==> src/rtl/dvr_pkg.sv <==
package dvr_pkg;

   // fixed field widths of the request and response ports
   localparam int NODE_W      = 4;
   localparam int DIST_PORT_W = 16;

   // defaults for the top level parameters
   localparam int NODE_COUNT_DEFAULT = 16;
   localparam int DIST_WIDTH_DEFAULT = 16;

   // request operation codes
   localparam logic OP_LOAD     = 1'b0;
   localparam logic OP_NEIGHBOR = 1'b1;

   typedef enum logic {
      ST_IDLE,
      ST_UPDATE
   } state_type;

   // controller to datapath commands
   typedef struct packed {
      logic capture;   // latch request, launch table reads
      logic commit;    // write table, load response register
   } cmd_type;

endpackage

==> src/rtl/dvr_ctrl.sv <==
module dvr_ctrl (
   input  logic            clock,
   input  logic            reset,
   input  logic            req_valid,
   output logic            req_stall,
   output logic            rsp_valid,
   input  logic            rsp_stall,
   output dvr_pkg::cmd_type cmd
);
   import dvr_pkg::*;

   state_type state_ff, state_in;
   logic      rsp_valid_ff, rsp_valid_in;
   logic      out_free;

   always_ff @(posedge clock) begin
      if (reset) begin
         state_ff     <= ST_IDLE;
         rsp_valid_ff <= 1'b0;
      end else begin
         state_ff     <= state_in;
         rsp_valid_ff <= rsp_valid_in;
      end
   end

   always_comb begin
      state_in    = state_ff;
      cmd.capture = 1'b0;
      cmd.commit  = 1'b0;
      req_stall   = 1'b1;
      out_free    = !rsp_valid_ff || !rsp_stall;
      // a taken response drops unless a new one loads
      rsp_valid_in = rsp_valid_ff && rsp_stall;
      unique case (state_ff)
         ST_IDLE: begin
            req_stall = 1'b0;
            if (req_valid) begin
               cmd.capture = 1'b1;
               state_in    = ST_UPDATE;
            end
         end
         ST_UPDATE: begin
            if (out_free) begin
               cmd.commit   = 1'b1;
               rsp_valid_in = 1'b1;
               state_in     = ST_IDLE;
            end
         end
         default: state_in = ST_IDLE;
      endcase
   end

   assign rsp_valid = rsp_valid_ff;

endmodule

==> src/rtl/dvr_datapath.sv <==
module dvr_datapath #(
   parameter int NODE_COUNT = dvr_pkg::NODE_COUNT_DEFAULT,
   parameter int DIST_WIDTH = dvr_pkg::DIST_WIDTH_DEFAULT
) (
   input  logic                             clock,
   input  logic                             reset,
   input  dvr_pkg::cmd_type                 cmd,
   input  logic                             req_operation,
   input  logic [dvr_pkg::NODE_W-1:0]       req_sender,
   input  logic [dvr_pkg::NODE_W-1:0]       req_destination,
   input  logic [dvr_pkg::DIST_PORT_W-1:0]  req_distance,
   output logic [dvr_pkg::NODE_W-1:0]       rsp_route_destination,
   output logic [dvr_pkg::DIST_PORT_W-1:0]  rsp_route_distance,
   output logic [dvr_pkg::NODE_W-1:0]       rsp_route_next_hop,
   output logic                             rsp_route_valid,
   output logic                             rsp_route_changed,
   output logic                             rsp_sender_unknown
);
   import dvr_pkg::*;

   localparam int IDX_W = $clog2(NODE_COUNT);
   localparam int EXT_W = (IDX_W > NODE_W) ? IDX_W : NODE_W;
   localparam logic [DIST_WIDTH-1:0] DIST_MAX = {DIST_WIDTH{1'b1}};

   // route table memory, two read ports, one write port
   logic [DIST_WIDTH-1:0] dist_mem [NODE_COUNT];
   logic [NODE_W-1:0]     hop_mem  [NODE_COUNT];
   logic                  valid_ff [NODE_COUNT];

   logic                  op_ff;
   logic [NODE_W-1:0]     snd_ff, dest_ff;
   logic [DIST_WIDTH-1:0] dist_ff;
   logic [DIST_WIDTH-1:0] snd_dist_ff, dst_dist_ff;
   logic [NODE_W-1:0]     dst_hop_ff;

   logic [EXT_W-1:0] req_snd_ext, req_dst_ext, snd_ext, dst_ext;
   logic [IDX_W-1:0] req_snd_idx, req_dst_idx, snd_idx, dst_idx;

   logic                  snd_ok, dst_ok, snd_valid, dst_valid;
   logic [DIST_WIDTH:0]   sum;
   logic [DIST_WIDTH-1:0] cand, new_dist, out_dist;
   logic [NODE_W-1:0]     new_hop, out_hop;
   logic                  wr_en, changed, unknown, present;

   assign req_snd_ext = EXT_W'(req_sender);
   assign req_dst_ext = EXT_W'(req_destination);
   assign req_snd_idx = req_snd_ext[IDX_W-1:0];
   assign req_dst_idx = req_dst_ext[IDX_W-1:0];
   assign snd_ext     = EXT_W'(snd_ff);
   assign dst_ext     = EXT_W'(dest_ff);
   assign snd_idx     = snd_ext[IDX_W-1:0];
   assign dst_idx     = dst_ext[IDX_W-1:0];

   // request capture and registered table reads
   always_ff @(posedge clock) begin
      if (cmd.capture) begin
         op_ff       <= req_operation;
         snd_ff      <= req_sender;
         dest_ff     <= req_destination;
         dist_ff     <= DIST_WIDTH'(req_distance);
         snd_dist_ff <= dist_mem[req_snd_idx];
         dst_dist_ff <= dist_mem[req_dst_idx];
         dst_hop_ff  <= hop_mem[req_dst_idx];
      end
   end

   always_comb begin
      snd_ok    = 32'(snd_ff) < 32'(NODE_COUNT);
      dst_ok    = 32'(dest_ff) < 32'(NODE_COUNT);
      snd_valid = snd_ok && valid_ff[snd_idx];
      dst_valid = dst_ok && valid_ff[dst_idx];

      // saturating candidate through the sender
      sum  = {1'b0, dist_ff} + {1'b0, snd_dist_ff};
      cand = sum[DIST_WIDTH] ? DIST_MAX : sum[DIST_WIDTH-1:0];

      if (op_ff == OP_LOAD) begin
         unknown  = 1'b0;
         new_dist = dist_ff;
         new_hop  = dest_ff;
         wr_en    = dst_ok;
         changed  = dst_ok && (!dst_valid || dst_dist_ff != dist_ff ||
                               dst_hop_ff != dest_ff);
      end else begin
         unknown  = !snd_valid;
         new_dist = cand;
         new_hop  = snd_ff;
         wr_en    = snd_valid && dst_ok && (!dst_valid || cand < dst_dist_ff);
         changed  = wr_en;
      end

      present  = dst_valid || wr_en;
      out_dist = !present ? '0 : (wr_en ? new_dist : dst_dist_ff);
      out_hop  = !present ? '0 : (wr_en ? new_hop : dst_hop_ff);
   end

   always_ff @(posedge clock) begin
      if (cmd.commit && wr_en) begin
         dist_mem[dst_idx] <= new_dist;
         hop_mem[dst_idx]  <= new_hop;
      end
   end

   always_ff @(posedge clock) begin
      if (reset) begin
         for (int i = 0; i < NODE_COUNT; i++) begin
            valid_ff[i] <= 1'b0;
         end
      end else if (cmd.commit && wr_en) begin
         valid_ff[dst_idx] <= 1'b1;
      end
   end

   // response register
   always_ff @(posedge clock) begin
      if (cmd.commit) begin
         rsp_route_destination <= dest_ff;
         rsp_route_distance    <= DIST_PORT_W'(out_dist);
         rsp_route_next_hop    <= out_hop;
         rsp_route_valid       <= present;
         rsp_route_changed     <= changed;
         rsp_sender_unknown    <= unknown;
      end
   end

endmodule

==> src/rtl/distance_vector_route_update_unit.sv <==
// distance-vector route table indexed by destination. a load request installs a
// direct link cost (next hop is the destination itself); a neighbor request
// relaxes the destination through the sender with a saturating add and takes the
// new route only if it is absent or strictly shorter. every request returns one
// response with the resulting entry, a changed flag and a flag for a sender with
// no local route (request ignored). one request is in flight at a time: the table
// memory is read into registers as the request is taken, then the compare and
// write back follow once the response register is free, after any wait on
// rsp_stall while it is still full. valid bits are cleared by reset at once, so
// no clearing pass is needed
module distance_vector_route_update_unit #(
   parameter int NODE_COUNT = dvr_pkg::NODE_COUNT_DEFAULT,
   parameter int DIST_WIDTH = dvr_pkg::DIST_WIDTH_DEFAULT
) (
   input  logic                             clock,
   input  logic                             reset,
   // request channel
   input  logic                             req_valid,
   output logic                             req_stall,
   input  logic                             req_operation,
   input  logic [dvr_pkg::NODE_W-1:0]       req_sender,
   input  logic [dvr_pkg::NODE_W-1:0]       req_destination,
   input  logic [dvr_pkg::DIST_PORT_W-1:0]  req_distance,
   // response channel
   output logic                             rsp_valid,
   input  logic                             rsp_stall,
   output logic [dvr_pkg::NODE_W-1:0]       rsp_route_destination,
   output logic [dvr_pkg::DIST_PORT_W-1:0]  rsp_route_distance,
   output logic [dvr_pkg::NODE_W-1:0]       rsp_route_next_hop,
   output logic                             rsp_route_valid,
   output logic                             rsp_route_changed,
   output logic                             rsp_sender_unknown
);
   import dvr_pkg::*;

   // capture and commit strobes from the controller
   cmd_type cmd;

   // sequencer: accepts a request, then commits it once the response slot frees
   dvr_ctrl u_ctrl (
      .clock     (clock),
      .reset     (reset),
      .req_valid (req_valid),
      .req_stall (req_stall),
      .rsp_valid (rsp_valid),
      .rsp_stall (rsp_stall),
      .cmd       (cmd)
   );

   // table memory, valid bits, relaxation logic and response register
   dvr_datapath #(
      .NODE_COUNT (NODE_COUNT),
      .DIST_WIDTH (DIST_WIDTH)
   ) u_datapath (
      .clock                 (clock),
      .reset                 (reset),
      .cmd                   (cmd),
      .req_operation         (req_operation),
      .req_sender            (req_sender),
      .req_destination       (req_destination),
      .req_distance          (req_distance),
      .rsp_route_destination (rsp_route_destination),
      .rsp_route_distance    (rsp_route_distance),
      .rsp_route_next_hop    (rsp_route_next_hop),
      .rsp_route_valid       (rsp_route_valid),
      .rsp_route_changed     (rsp_route_changed),
      .rsp_sender_unknown    (rsp_sender_unknown)
   );

endmodule

==> config.mk <==
export PLATFORM = sky130hd
export DESIGN_NAME = distance_vector_route_update_unit
export DESIGN_NICKNAME = d
export VERILOG_FILES = /design/src/rtl/dvr_pkg.sv /design/src/rtl/dvr_ctrl.sv /design/src/rtl/dvr_datapath.sv /design/src/rtl/distance_vector_route_update_unit.sv
export SDC_FILE = /design/constraint.sdc
export NUM_CORES = 1
export LEC_CHECK = 0
export BUFFER_PORTS_ARGS = -buffer_cell sky130_fd_sc_hd__clkbuf_2
export CAP_MARGIN = 0
export CORE_MARGIN = 10
export CORE_UTILIZATION = 65
export DETAILED_ROUTE_END_ITERATION = 16
export GPL_ROUTABILITY_DRIVEN = 0
export PLACE_DENSITY = 0.83
export SYNTH_ARGS = -nofsm -noshare
export SYNTH_HDL_FRONTEND = slang
export SYNTH_SLANG_ARGS = --single-unit
export TNS_END_PERCENT = 30
==> constraint.sdc <==
create_clock -name clock -period 9.42 [get_ports clock]
set_input_delay 0.471 -clock clock [delete_from_list [all_inputs] [get_ports clock]]
set_output_delay 0.471 -clock clock [all_outputs]
set_load 0.005 [all_outputs]
==> summary.txt <==
Synthesis
  – Largest family of logic cells by synthesized area: multiplexers
  – Synth cell types: 57
  – Synth top area share: 0.615
  – Seq/Total Area, Yosys: 0.641
  – Mapped Cells: 1069
  – Cell taking the most area after synthesis: edfxtp_1
  – Post-synth design cell area: 19900 um2
  – Top cells by area, synth: edfxtp_1 (61%), mux4_2 (21%), dfxtp_1 (2.6%), ha_1 (1.9%), xor2_1 (1.0%)
  – Synth async-reset ratio: 0
  – Synthesis Warnings: 0
  – Mux share of post-synthesis cell area: 0.228
  – Synthesized Nets: 1130
  – Simple-Gate Fraction of Synth Area: 0.0355
  – Adder-Cell Fraction of Synth Area: 0.0205
  – Post-Syn Area per Cell: 18.6 um2
  – Yosys reg bits: 434
  – Number of synthesized flops with an enable pin: 408
  – Compound-Gate Fraction of Synth Area: 0.0399
  – Predominant post-synthesis flop cell: edfxtp_1
  – Synth Area in XOR/XNOR: 0.0141

Detailed routing
  – Routed len/inst: 31.5 um
  – First-pass DRT Iterations: 5
  – DRC violations left: 0
  – Via-to-Cell Ratio: 7.33
  – Antenna-violating nets left: 0
  – Total wire length: 49.3 mm
  – Routed vias: 11500
  – DR iter-0 viols: 1633

GRT
  – Antenna violations before repair: 1
  – GR Overflow Total: 0
  – Largest net degree at the start of global routing: 69
  – First-pass GRT wire length: 75.7 mm
  – Vias in the first global route: 11500
  – Gr usage total: 0.259

CTS
  – Root Driver: clkbuf_16
  – H-tree levels: 2
  – Post-cts hold buffer count: 0
  – Clk pin slew, worst setup/hold paths: 0.06 ns
  – Clk buf depth: 3
  – Post-cts resize count: 0
  – CTS buffer count: 44
  – Clk Latency, worst-skew pair: 0.55 ns
  – CTS tree: built
  – Setup Buffers After CTS: 0
  – Clk sink count: 434

Min path
  – Hold/Removal Path Class: primary input to flop

Finish
  – Antenna diode instance count: 0
  – Most frequent cells in the layout: edfxtp_1 (408), mux4_2 (188), clkbuf_2 (54), clkbuf_16 (46), nor2_1 (39)
  – Post-route design area: 22200 um2
  – Share of layout cells above drive strength 1: 0.340
  – Area grow syn2layout: 11.3%
  – Final net count: 1198
  – Most common cell after layout, fill and taps aside: edfxtp_1

Die
  – Die Width: 195 um
  – Die Y: 195 um
  – Initial Utilization: 0.655
  – Site row count: 64
  – Boundary pin count: 58
  – Core area: 30400 um2
  – Die area: 38100 um2

Outcome
  – Status: finished, final reports clean

Critical path
  – Crit path buf inv count: 1
  – Most used cell, CP: ha_1
  – Critical path type: flop to flop
  – Slowest stage delay, CP: 0.78 ns
  – CP Max Fanout: 41
  – Delay-heaviest family, CP: simple AND/OR/NAND/NOR gates
  – Worst path slowest cell: nor4_2
  – Data arrival, critical path: 7.11 ns
  – Critical Path, Cell by Cell: ha_1, fa_1, a211oi_2, o21ai_2, nand3_2, a211o_1, and2_1, nand2_1, ha_1, a21o_1, nand3_1, a21oi_1, a211oi_1, o21a_2, nand2_2, nor4_2, buf_4
  – Req. time, crit path: 9.64 ns
  – Crit end category: flop
  – CP startpoint kind: flop

STA
  – Worst-margin pin slew: 1.23 ns
  – Max Slew Vio Count: 0
  – Relative slew margins: 0.178
  – Fmax: 145 MHz
  – Final TNS setup: 0 ns
  – Hold slack: 0.109 ns
  – Post-route clock skew: 0.0222 ns
  – Post-layout min period: 6.89 ns
  – RSZ-0062 raised after global routing: no
  – Setup violators final: 0
  – Final period utilization: 0.732
  – Final hold violations: 0

Place
  – Placed Area: 20800 um2
  – Port-buffer cells: 57
  – Dpl hpwl: 31.0 mm

Run
  – Total of max-cap violations: 0

Power and ir drop
  – VDD IR max: 0.127 mV
  – Leak pwr: 7.26 nW
  – Total power per unit cell area: 199 nW/um2
  – Pwr Total: 0.00442 W
worst paths after layout:
| kind | to | startpoint | cells after the start | slack, ns |
|---|---|---|---|---|
| worst max-delay path | u_datapath.dist_mem[4][8]$_DFFE_PP_ | u_datapath.dist_ff[0]$_DFFE_PP_ | 17 | 2.53 |
| worst min-delay path | u_datapath.op_ff$_DFFE_PP_ | req_operation | 1 | 0.11 |
| worst max register to register | u_datapath.dist_mem[4][8]$_DFFE_PP_ | u_datapath.dist_ff[0]$_DFFE_PP_ | 17 | 2.53 |
| worst min register to register | u_datapath.valid_ff[6]$_DFF_P_ | u_datapath.valid_ff[6]$_DFF_P_ | 2 | 0.48 |
sequential cells by signal (all words and copies together), names as in the netlist, 4 cells and up, named ones only:
register / cells
u_datapath.snd_dist_ff: 16
u_datapath.dest_ff: 4
u_datapath.rsp_route_distance: 16
u_datapath.rsp_route_destination: 4
u_datapath.dist_mem: 256
u_datapath.dist_ff: 16
u_datapath.snd_ext: 4
u_datapath.hop_mem: 64
u_datapath.dst_dist_ff: 16
u_datapath.dst_hop_ff: 4
u_datapath.valid_ff: 16
u_datapath.rsp_route_next_hop: 4
per-layer routing:
layer | vias up | GRT usage | routed length (um)
met1 | 5919 | 0.380 | 19000
li1 | 4605 | - | -
met3 | 92 | 0.0528 | 5730
met2 | 847 | 0.396 | 23400
met4 | 2 | 0.0656 | 1140
met5 | - | 0 | 20
synthesized netlist by cell type, drive strengths merged (3+ instances only):
| library cell | n |
|---|---|
| mux2i | 5 |
| edfxtp | 408 |
| nand3b | 3 |
| o21ai | 18 |
| mux4 | 188 |
| a21oi | 31 |
| nand4 | 6 |
| nor2 | 39 |
| nor4 | 8 |
| xor2 | 23 |
| a21o | 10 |
| a41oi | 7 |
| a31oi | 7 |
| nand3 | 16 |
| nand2 | 25 |
| nor3 | 25 |
| inv | 37 |
| xnor2 | 9 |
| clkbuf | 32 |
| ha | 31 |
| o22a | 4 |
| dfxtp | 26 |
| nand2b | 6 |
| buf | 33 |
| mux2 | 21 |
| a211oi | 5 |
| o32ai | 16 |
| nor2b | 3 |
| or2 | 4 |
metrics by stage:
stage | utilization | instances | worst slack, ns
floorplan | - | 1069 | 3.04
global placement | 0.684 | 1487 | 2.98
detailed placement | 0.684 | 1487 | 2.77
CTS | 0.729 | 1565 | 2.68
global route | 0.729 | 1565 | 2.16
finish | 0.729 | 1565 | 2.53
report_power, final:
group	internal, W	leakage, nW	switching, W
clock	0.000946	0.661	0.000717
combinational	0.000201	2.69	0.000319
sequential	0.00221	3.91	0.0000332
logic make-up after synthesis:
kind of cell	count (synthesis)
mux	214
flops	434
buf+inv	102
compound gates	114
simple gates	141
xor+xnor	32
fa+ha+maj	32
final cells by class:
cell class                 instances  area, um2
clock inverter                    26        196
sequential                       434      12800
tap                              396        495
inverter                          37        139
clock buffer                      52       1170
timing repair buffer              87        518
fill                            1752       8260
multi-input combinational        533       6880
(Power assumes the default switching activity.)
